--- src/etcas_pkg.sv ---
package etcas_pkg;

    // Arm storage size
    localparam int NUM_ARMS = 8;
    localparam int ARM_W    = (NUM_ARMS > 1) ? $clog2(NUM_ARMS) : 1;
    localparam int ARMCNT_W = $clog2(NUM_ARMS + 1);

    // Field widths
    localparam int IDX_W    = 3;
    localparam int DATA_W   = 32;
    localparam int NARMS_W  = 4;
    localparam int DIVCNT_W = $clog2(DATA_W);

    localparam logic [DATA_W-1:0] CNT_MAX = '1;

    // Request commands
    localparam logic CMD_CHOOSE = 1'b0;
    localparam logic CMD_RECORD = 1'b1;

    // Configuration register indexes
    localparam logic CFG_EXPLORE_LIMIT = 1'b0;
    localparam logic CFG_NUM_ARMS      = 1'b1;

    typedef enum logic [3:0] {
        ST_IDLE,
        ST_DECODE,
        ST_SCAN,
        ST_BUMP,
        ST_INC,
        ST_MUL,
        ST_ADD,
        ST_DIV,
        ST_WRITE,
        ST_FINISH
    } t_state;

    // Controller to datapath
    typedef struct packed {
        logic load;
        logic decode;
        logic scan;
        logic bump;
        logic inc;
        logic mul;
        logic add;
        logic div;
        logic write;
        logic out_load;
    } t_dp_cmd;

    // Datapath to controller
    typedef struct packed {
        logic is_record;
        logic is_bad;
        logic committed;
        logic scan_hit;
        logic scan_last;
        logic div_last;
    } t_dp_sts;

endpackage

--- src/etcas_ctrl.sv ---
module etcas_ctrl import etcas_pkg::*; (
    input  logic    i_clk,
    input  logic    i_rst_n,
    input  logic    i_in_valid,
    output logic    o_in_ready,
    output logic    o_out_valid,
    input  logic    i_out_ready,
    input  t_dp_sts i_sts,
    output t_dp_cmd o_ctl
);

    t_state r_state;
    t_state n_state;
    logic   r_out_valid;

    // State register
    always_ff @(posedge i_clk) begin
        if (!i_rst_n) begin
            r_state <= ST_IDLE;
        end else begin
            r_state <= n_state;
        end
    end

    // Hold the result until the consumer takes it
    always_ff @(posedge i_clk) begin
        if (!i_rst_n) begin
            r_out_valid <= 1'b0;
        end else if (o_ctl.out_load) begin
            r_out_valid <= 1'b1;
        end else if (i_out_ready) begin
            r_out_valid <= 1'b0;
        end
    end

    assign o_out_valid = r_out_valid;

    // Next state and datapath commands
    always_comb begin
        n_state    = r_state;
        o_ctl      = '0;
        o_in_ready = 1'b0;
        case (r_state)
            ST_IDLE: begin
                o_in_ready = 1'b1;
                if (i_in_valid) begin
                    o_ctl.load = 1'b1;
                    n_state    = ST_DECODE;
                end
            end
            ST_DECODE: begin
                o_ctl.decode = 1'b1;
                if (i_sts.is_record) begin
                    n_state = i_sts.is_bad ? ST_FINISH : ST_INC;
                end else begin
                    n_state = i_sts.committed ? ST_BUMP : ST_SCAN;
                end
            end
            ST_SCAN: begin
                o_ctl.scan = 1'b1;
                if (i_sts.scan_hit || i_sts.scan_last) begin
                    n_state = ST_BUMP;
                end
            end
            ST_BUMP: begin
                o_ctl.bump = 1'b1;
                n_state    = ST_FINISH;
            end
            ST_INC: begin
                o_ctl.inc = 1'b1;
                n_state   = ST_MUL;
            end
            ST_MUL: begin
                o_ctl.mul = 1'b1;
                n_state   = ST_ADD;
            end
            ST_ADD: begin
                o_ctl.add = 1'b1;
                n_state   = ST_DIV;
            end
            ST_DIV: begin
                o_ctl.div = 1'b1;
                if (i_sts.div_last) begin
                    n_state = ST_WRITE;
                end
            end
            ST_WRITE: begin
                o_ctl.write = 1'b1;
                n_state     = ST_FINISH;
            end
            ST_FINISH: begin
                if (!r_out_valid || i_out_ready) begin
                    o_ctl.out_load = 1'b1;
                    n_state        = ST_IDLE;
                end
            end
            default: begin
                n_state = ST_IDLE;
            end
        endcase
    end

`ifndef SYNTHESIS
    // The divider hands off to the mean write right after its last step
    a_div_done: assert property (@(posedge i_clk) disable iff (!i_rst_n)
        (r_state == ST_DIV && i_sts.div_last) |=> (r_state == ST_WRITE))
        else $error("divider did not hand off to mean write");

    // A bad record skips all state updates
    a_bad_skip: assert property (@(posedge i_clk) disable iff (!i_rst_n)
        (r_state == ST_DECODE && i_sts.is_record && i_sts.is_bad)
        |=> (r_state == ST_FINISH))
        else $error("bad record entered the update path");
`endif

endmodule

--- src/etcas_dp.sv ---
module etcas_dp import etcas_pkg::*; (
    input  logic              i_clk,
    input  logic              i_rst_n,
    input  logic              i_cfg_we,
    input  logic              i_cfg_index,
    input  logic [DATA_W-1:0] i_cfg_data,
    input  logic              i_cmd,
    input  logic [IDX_W-1:0]  i_arm_index,
    input  logic [DATA_W-1:0] i_reward,
    input  t_dp_cmd           i_ctl,
    output t_dp_sts           o_sts,
    output logic [IDX_W-1:0]  o_chosen_arm,
    output logic              o_committed,
    output logic              o_bad_arm
);

    // Configuration
    logic [DATA_W-1:0]  r_explore_limit;
    logic [NARMS_W-1:0] r_num_arms;

    // Per-arm state
    logic [DATA_W-1:0] r_mean       [NUM_ARMS];
    logic [DATA_W-1:0] r_choose_cnt [NUM_ARMS];
    logic [DATA_W-1:0] r_record_cnt [NUM_ARMS];
    logic              r_commit;
    logic [ARM_W-1:0]  r_commit_arm;

    // Working registers
    logic                r_cmd;
    logic [IDX_W-1:0]    r_idx;
    logic [DATA_W-1:0]   r_reward;
    logic [ARM_W-1:0]    r_ptr;
    logic [ARM_W-1:0]    r_best;
    logic [DATA_W-1:0]   r_best_mean;
    logic                r_bad;
    logic [DATA_W-1:0]   r_n;
    logic [2*DATA_W-1:0] r_acc;
    logic [DATA_W-1:0]   r_rem;
    logic [DATA_W-1:0]   r_quo;
    logic [DIVCNT_W-1:0] r_div_cnt;
    logic [IDX_W-1:0]    r_out_arm;
    logic                r_out_commit;
    logic                r_out_bad;

    logic [DATA_W-1:0]   mean_rd;
    logic [DATA_W-1:0]   choose_rd;
    logic [DATA_W-1:0]   record_rd;
    logic [ARMCNT_W-1:0] n_eff;
    logic                scan_hit;
    logic                scan_last;
    logic                is_bad;
    logic [ARM_W-1:0]    best_nx;
    logic [DATA_W-1:0]   best_mean_nx;
    logic [DATA_W-1:0]   choose_nx;
    logic [DATA_W-1:0]   record_nx;
    logic [2*DATA_W-1:0] sum;
    logic [DATA_W:0]     trial;
    logic [DATA_W:0]     diff;
    logic                ge;

    // Read the arm under the pointer
    assign mean_rd   = r_mean[r_ptr];
    assign choose_rd = r_choose_cnt[r_ptr];
    assign record_rd = r_record_cnt[r_ptr];

    // Clamp the arm count into 1..NUM_ARMS
    always_comb begin
        if (r_num_arms == '0) begin
            n_eff = ARMCNT_W'(1);
        end else if (32'(r_num_arms) > NUM_ARMS) begin
            n_eff = ARMCNT_W'(NUM_ARMS);
        end else begin
            n_eff = ARMCNT_W'(r_num_arms);
        end
    end

    // Scan step: exploration check and running best
    assign scan_hit     = choose_rd < r_explore_limit;
    assign scan_last    = (ARMCNT_W'(r_ptr) + ARMCNT_W'(1)) == n_eff;
    assign best_nx      = (mean_rd > r_best_mean) ? r_ptr : r_best;
    assign best_mean_nx = (mean_rd > r_best_mean) ? mean_rd : r_best_mean;
    assign is_bad       = 32'(r_idx) >= 32'(n_eff);

    // Saturating counters
    assign choose_nx = (choose_rd == CNT_MAX) ? choose_rd : choose_rd + DATA_W'(1);
    assign record_nx = (record_rd == CNT_MAX) ? record_rd : record_rd + DATA_W'(1);

    // Restoring divider step; quotient fits in DATA_W bits
    assign sum   = r_acc + (2*DATA_W)'(r_reward);
    assign trial = {r_rem, r_quo[DATA_W-1]};
    assign ge    = trial >= {1'b0, r_n};
    assign diff  = trial - {1'b0, r_n};

    assign o_sts.is_record = (r_cmd == CMD_RECORD);
    assign o_sts.is_bad    = is_bad;
    assign o_sts.committed = r_commit;
    assign o_sts.scan_hit  = scan_hit;
    assign o_sts.scan_last = scan_last;
    assign o_sts.div_last  = (r_div_cnt == DIVCNT_W'(DATA_W - 1));

    // Configuration, arm state and commitment
    always_ff @(posedge i_clk) begin
        if (!i_rst_n) begin
            r_explore_limit <= DATA_W'(1);
            r_num_arms      <= NARMS_W'(8);
            r_commit        <= 1'b0;
            r_commit_arm    <= '0;
            for (int i = 0; i < NUM_ARMS; i++) begin
                r_mean[i]       <= '0;
                r_choose_cnt[i] <= '0;
                r_record_cnt[i] <= '0;
            end
        end else begin
            if (i_cfg_we) begin
                case (i_cfg_index)
                    CFG_EXPLORE_LIMIT: r_explore_limit <= i_cfg_data;
                    CFG_NUM_ARMS:      r_num_arms      <= i_cfg_data[NARMS_W-1:0];
                    default: ;
                endcase
            end
            if (i_ctl.scan && !scan_hit && scan_last) begin
                r_commit     <= 1'b1;
                r_commit_arm <= best_nx;
            end
            if (i_ctl.bump) begin
                r_choose_cnt[r_ptr] <= choose_nx;
            end
            if (i_ctl.inc) begin
                r_record_cnt[r_ptr] <= record_nx;
            end
            if (i_ctl.write) begin
                r_mean[r_ptr] <= r_quo;
            end
        end
    end

    // Request capture, scan, mean update and result
    always_ff @(posedge i_clk) begin
        if (i_ctl.load) begin
            r_cmd    <= i_cmd;
            r_idx    <= i_arm_index;
            r_reward <= i_reward;
        end
        if (i_ctl.decode) begin
            if (r_cmd == CMD_CHOOSE) begin
                r_ptr       <= r_commit ? r_commit_arm : '0;
                r_best      <= '0;
                r_best_mean <= '0;
                r_bad       <= 1'b0;
            end else begin
                r_ptr <= ARM_W'(r_idx);
                r_bad <= is_bad;
            end
        end
        if (i_ctl.scan && !scan_hit) begin
            r_best      <= best_nx;
            r_best_mean <= best_mean_nx;
            r_ptr       <= scan_last ? best_nx : r_ptr + ARM_W'(1);
        end
        if (i_ctl.inc) begin
            r_n <= record_nx;
        end
        if (i_ctl.mul) begin
            r_acc <= (2*DATA_W)'(mean_rd) * (2*DATA_W)'(r_n - DATA_W'(1));
        end
        if (i_ctl.add) begin
            r_rem     <= sum[2*DATA_W-1:DATA_W];
            r_quo     <= sum[DATA_W-1:0];
            r_div_cnt <= '0;
        end
        if (i_ctl.div) begin
            r_rem     <= ge ? diff[DATA_W-1:0] : trial[DATA_W-1:0];
            r_quo     <= {r_quo[DATA_W-2:0], ge};
            r_div_cnt <= r_div_cnt + DIVCNT_W'(1);
        end
        if (i_ctl.out_load) begin
            r_out_arm    <= (r_cmd == CMD_RECORD) ? r_idx : IDX_W'(r_ptr);
            r_out_commit <= r_commit;
            r_out_bad    <= r_bad;
        end
    end

    assign o_chosen_arm = r_out_arm;
    assign o_committed  = r_out_commit;
    assign o_bad_arm    = r_out_bad;

`ifndef SYNTHESIS
    // Commitment is permanent
    a_commit_holds: assert property (@(posedge i_clk) disable iff (!i_rst_n)
        r_commit |=> r_commit)
        else $error("commitment was dropped");

    // The committed arm never changes once chosen
    a_commit_arm_stable: assert property (@(posedge i_clk) disable iff (!i_rst_n)
        r_commit |=> $stable(r_commit_arm))
        else $error("committed arm changed");
`endif

endmodule

--- src/explore_then_commit_arm_selector.sv ---
// Explore-then-commit bandit arm selector. A choose request returns the first arm (in index
// order) pulled fewer than explore_limit times; once every arm in use has reached the limit
// the block commits for good to the arm with the highest running mean (lowest index on
// ties). A record request folds an unsigned Q16.16 reward into one arm's running mean,
// truncating; a record for an arm at or above num_arms is flagged in bad_arm and changes
// nothing. One request is processed at a time. A choose steps through decode, bump and
// finish when already committed, and otherwise runs the one-arm-per-cycle scan between
// decode and bump. A record steps through decode, increment, multiply, add, the
// one-bit-per-cycle 64/32 divider, mean write and finish; a flagged record goes from
// decode straight to finish. The result sits in an output register, so the next request
// is taken while it waits. Write configuration only while the block is idle.
module explore_then_commit_arm_selector import etcas_pkg::*; (
    input  logic              i_clk,
    input  logic              i_rst_n,
    input  logic              i_cfg_we,
    input  logic              i_cfg_index,
    input  logic [DATA_W-1:0] i_cfg_data,
    input  logic              i_in_valid,
    output logic              o_in_ready,
    input  logic              i_cmd,
    input  logic [IDX_W-1:0]  i_arm_index,
    input  logic [DATA_W-1:0] i_reward,
    output logic              o_out_valid,
    input  logic              i_out_ready,
    output logic [IDX_W-1:0]  o_chosen_arm,
    output logic              o_committed,
    output logic              o_bad_arm
);

    t_dp_cmd ctl;
    t_dp_sts sts;

    // Sequencer
    etcas_ctrl u_ctrl (
        .i_clk       (i_clk),
        .i_rst_n     (i_rst_n),
        .i_in_valid  (i_in_valid),
        .o_in_ready  (o_in_ready),
        .o_out_valid (o_out_valid),
        .i_out_ready (i_out_ready),
        .i_sts       (sts),
        .o_ctl       (ctl)
    );

    // Arm state, scan and divider
    etcas_dp u_dp (
        .i_clk        (i_clk),
        .i_rst_n      (i_rst_n),
        .i_cfg_we     (i_cfg_we),
        .i_cfg_index  (i_cfg_index),
        .i_cfg_data   (i_cfg_data),
        .i_cmd        (i_cmd),
        .i_arm_index  (i_arm_index),
        .i_reward     (i_reward),
        .i_ctl        (ctl),
        .o_sts        (sts),
        .o_chosen_arm (o_chosen_arm),
        .o_committed  (o_committed),
        .o_bad_arm    (o_bad_arm)
    );

endmodule
--- config.mk ---
export PLATFORM = sky130hd
export DESIGN_NAME = explore_then_commit_arm_selector
export DESIGN_NICKNAME = d
export VERILOG_FILES = /design/src/etcas_pkg.sv /design/src/etcas_ctrl.sv /design/src/etcas_dp.sv /design/src/explore_then_commit_arm_selector.sv
export SDC_FILE = /design/constraint.sdc
export NUM_CORES = 2
export LEC_CHECK = 0
export ABC_AREA = 1
export BUFFER_PORTS_ARGS = -buffer_cell sky130_fd_sc_hd__buf_2
export CAP_MARGIN = 15
export CORE_UTILIZATION = 58
export DETAILED_ROUTE_END_ITERATION = 12
export PLACE_DENSITY = 0.74
export SLEW_MARGIN = 20
export SYNTH_ARGS = -nofsm -noshare
export SYNTH_HDL_FRONTEND = slang
export SYNTH_SLANG_ARGS = --single-unit
--- constraint.sdc ---
create_clock -name i_clk -period 13.6 [get_ports i_clk]
set_clock_uncertainty 0.15 [all_clocks]
set_input_delay 2.72 -clock i_clk [delete_from_list [all_inputs] [get_ports i_clk]]
set_output_delay 2.72 -clock i_clk [all_outputs]
set_load 0.02 [all_outputs]
==> metrics <==
clk_lat worst skew=770 ps; IO Port Bufs=80; CTS Sinks=1061; Num CTS Buffers=110; synth unique cells=just under 60; crit path time final=around 12000 ps; Longest Clk Path Bufs=3; Vias per Instance=roughly 6.0; final antenna-violating net count=0; Post-CTS Setup Bufs=0; # hold bufs at CTS=0; Worst Path Arrival=12100 ps; aggregate global routing overflow=0; Critical-path top delay cell=fa_1; critical path launch point type=flop; Syn Area/Cell=roughly 8.9 um^2; Area growth syn-to-layout=6.76%; Syn. warnings=0; Max stage delay on crit path=~860 ps; max-cap violations=0; synthesized flop and latch total=about 1100; Rows=between 100 and 150; Post-route DRC=32; violated checks=design-rule violations; FFs w/ async S/R, synth=0; GRT Resource Usage Total=0.417; die height=396 um; Post-synth EDFFs=1013; most used cells in the layout excluding fill and tap cells=inv_1, nor2_1, nand2_1; Post-Route WL=325000 um; via count=~73000; CP most frequent cell=fa_1; Layout Nets=11487; first-pass GRT wire length=roughly 480000 um; CP top delay family=adder cells; Setup CP Type=reg -> reg; RSZ-0062 raised after global routing=no; core footprint=0.154 mm^2; die width=396 um; Worst setup EP type=flop; clock root buffer=clkbuf_16; Post-synth top flop=edfxtp_1; routed len/inst=26.7 um; layout cells sized above 1=0.0507; Max H-tree Level=3; # fillers=13012; post-synthesis cell area=0.0901 mm^2; CP bufs+invs=8; TritonCTS clock tree=yes; final RePlAce weighted congestion=1.04; Least-Margin Pin Slew=1250 ps; Initial Util=0.584; ratio of final minimum period to clock period=0.865; hpwl dp=roughly 240000 um; syn_nets=around 12000; CP max FO=18; final hold violations=0; antenna violations before repair=13; largest net degree at the start of global routing=192; Iter 0 DRT Violations=8745; Ports=81; Post-CTS Resized=0; Seq/Total Area, Yosys=0.348; Min-Delay Path Class=reg -> reg; Slew headroom=0.163; die footprint=0.157 mm^2; status=finished, violations left; vias in the first global route=73035; Synth Instances=about 10000; setup TNS=0 ps; Reg clk slew, reported paths=around 60 ps; drt pass-1 iters=12; most common cell after layout, fill and taps aside=inv_1; final setup vio count=0; Worst Path Required=13930 ps; maximum clock rate=0.0850 GHz; max-slew violation count=0
cell type report:
cell class | instances | area, um^2 | area share
repair buffers | 242 | 1650 | 0.0172
flip-flops and latches | 1061 | 31400 | 0.326
clock inverters | 57 | 592 | 0.00615
clock buffers | 146 | 2970 | 0.0309
diodes | 4 | 10.0 | 0.000104
inverters | 1908 | 7180 | 0.0746
multi-input cells | 6695 | 49900 | 0.518
well taps | 2044 | 2560 | 0.0266
registers in the layout, indices dropped and copies added, names as in the netlist, 3 cells and up, named ones only:
| name | flops |
|---|---|
| u_dp.r_quo | 32 |
| u_dp.r_record_cnt | 256 |
| u_dp.r_commit_arm | 3 |
| u_dp.r_acc | 64 |
| u_dp.r_div_cnt | 5 |
| u_dp.o_chosen_arm | 3 |
| u_dp.r_ptr | 3 |
| u_dp.r_idx | 3 |
| u_dp.r_choose_cnt | 256 |
| u_dp.r_num_arms | 4 |
| u_ctrl.r_state | 4 |
| u_dp.r_best_mean | 32 |
| u_dp.r_best | 3 |
| u_dp.r_mean | 256 |
| u_dp.r_explore_limit | 32 |
| u_dp.r_n | 32 |
| u_dp.r_reward | 32 |
| u_dp.r_rem | 32 |
synthesized netlist by cell type (all sizes together) (48+ instances only):
cell type  number  area (um^2)
xnor2          71          622
nand4          59          369
buf           142          817
o22ai         128          801
nor3           67          368
inv          1863         7000
o21ai         634         3180
fa           1104        22100
nor2         1829         6870
dfxtp          48          961
edfxtp       1013        30400
ha            291         3640
clkbuf        272         1020
nand3         153         1040
o221ai         53          464
a21oi         276         1380
nand2        1712         6430
xor2          117         1020
layer usage:
layer / GRT usage / wire [um]
met5: 0 / 83
met4: 0.252 / 23700
met3: 0.128 / 43400
met2: 0.609 / 138000
met1: 0.546 / 120000
worst reg2reg max path: cells and delay by family (launching register included):
| kind | cells | cell delay (ps) |
|---|---|---|
| xor+xnor | 1 | 100 |
| fa+ha+maj | 10 | 5680 |
| buf+inv | 8 | 1990 |
| flops | 1 | 450 |
| simple gates | 12 | 3120 |
path summary, 6_finish.rpt:
kind                                   from              to  depth (start not counted)  slack [ps]
worst max register to register  u_dp.r_n[1]  u_dp.r_acc[61]                         31        1840
worst min register to register   u_dp.r_bad  u_dp.o_bad_arm                          0         270
worst max-delay path            u_dp.r_n[1]  u_dp.r_acc[61]                         31        1840
worst min-delay path             u_dp.r_bad  u_dp.o_bad_arm                          0         270
stage by stage:
stage | hold WS, ps | util | instances | setup slack (ps) | cell area, um^2
floorplan | 250 | - | 10078 | 4010 | 90100
global placement | 255 | 0.601 | 11950 | 2080 | 92600
detailed placement | 256 | 0.601 | 11950 | 2050 | 92600
CTS | 271 | 0.624 | 12153 | 1990 | 96200
global route | 284 | 0.624 | 12154 | 1360 | 96200
finish | 270 | 0.624 | 12157 | 1840 | 96200
logic make-up (layout without fill, tap and decap cells):
logic type      Yosys count  in the layout  synth area share
simple gates           3895           3895             0.173
buf+inv                2322           2353             0.100
mux                       1              1          0.000111
xor+xnor                188            188            0.0183
compound gates         1216           1216            0.0751
fa+ha+maj              1395           1395             0.286
other cells               0              4                 0
flops                  1061           1061             0.348
Power is left out: the tool's default activity adds up to more than one toggle a clock period on the data nets, which glitch-free logic cannot reach.
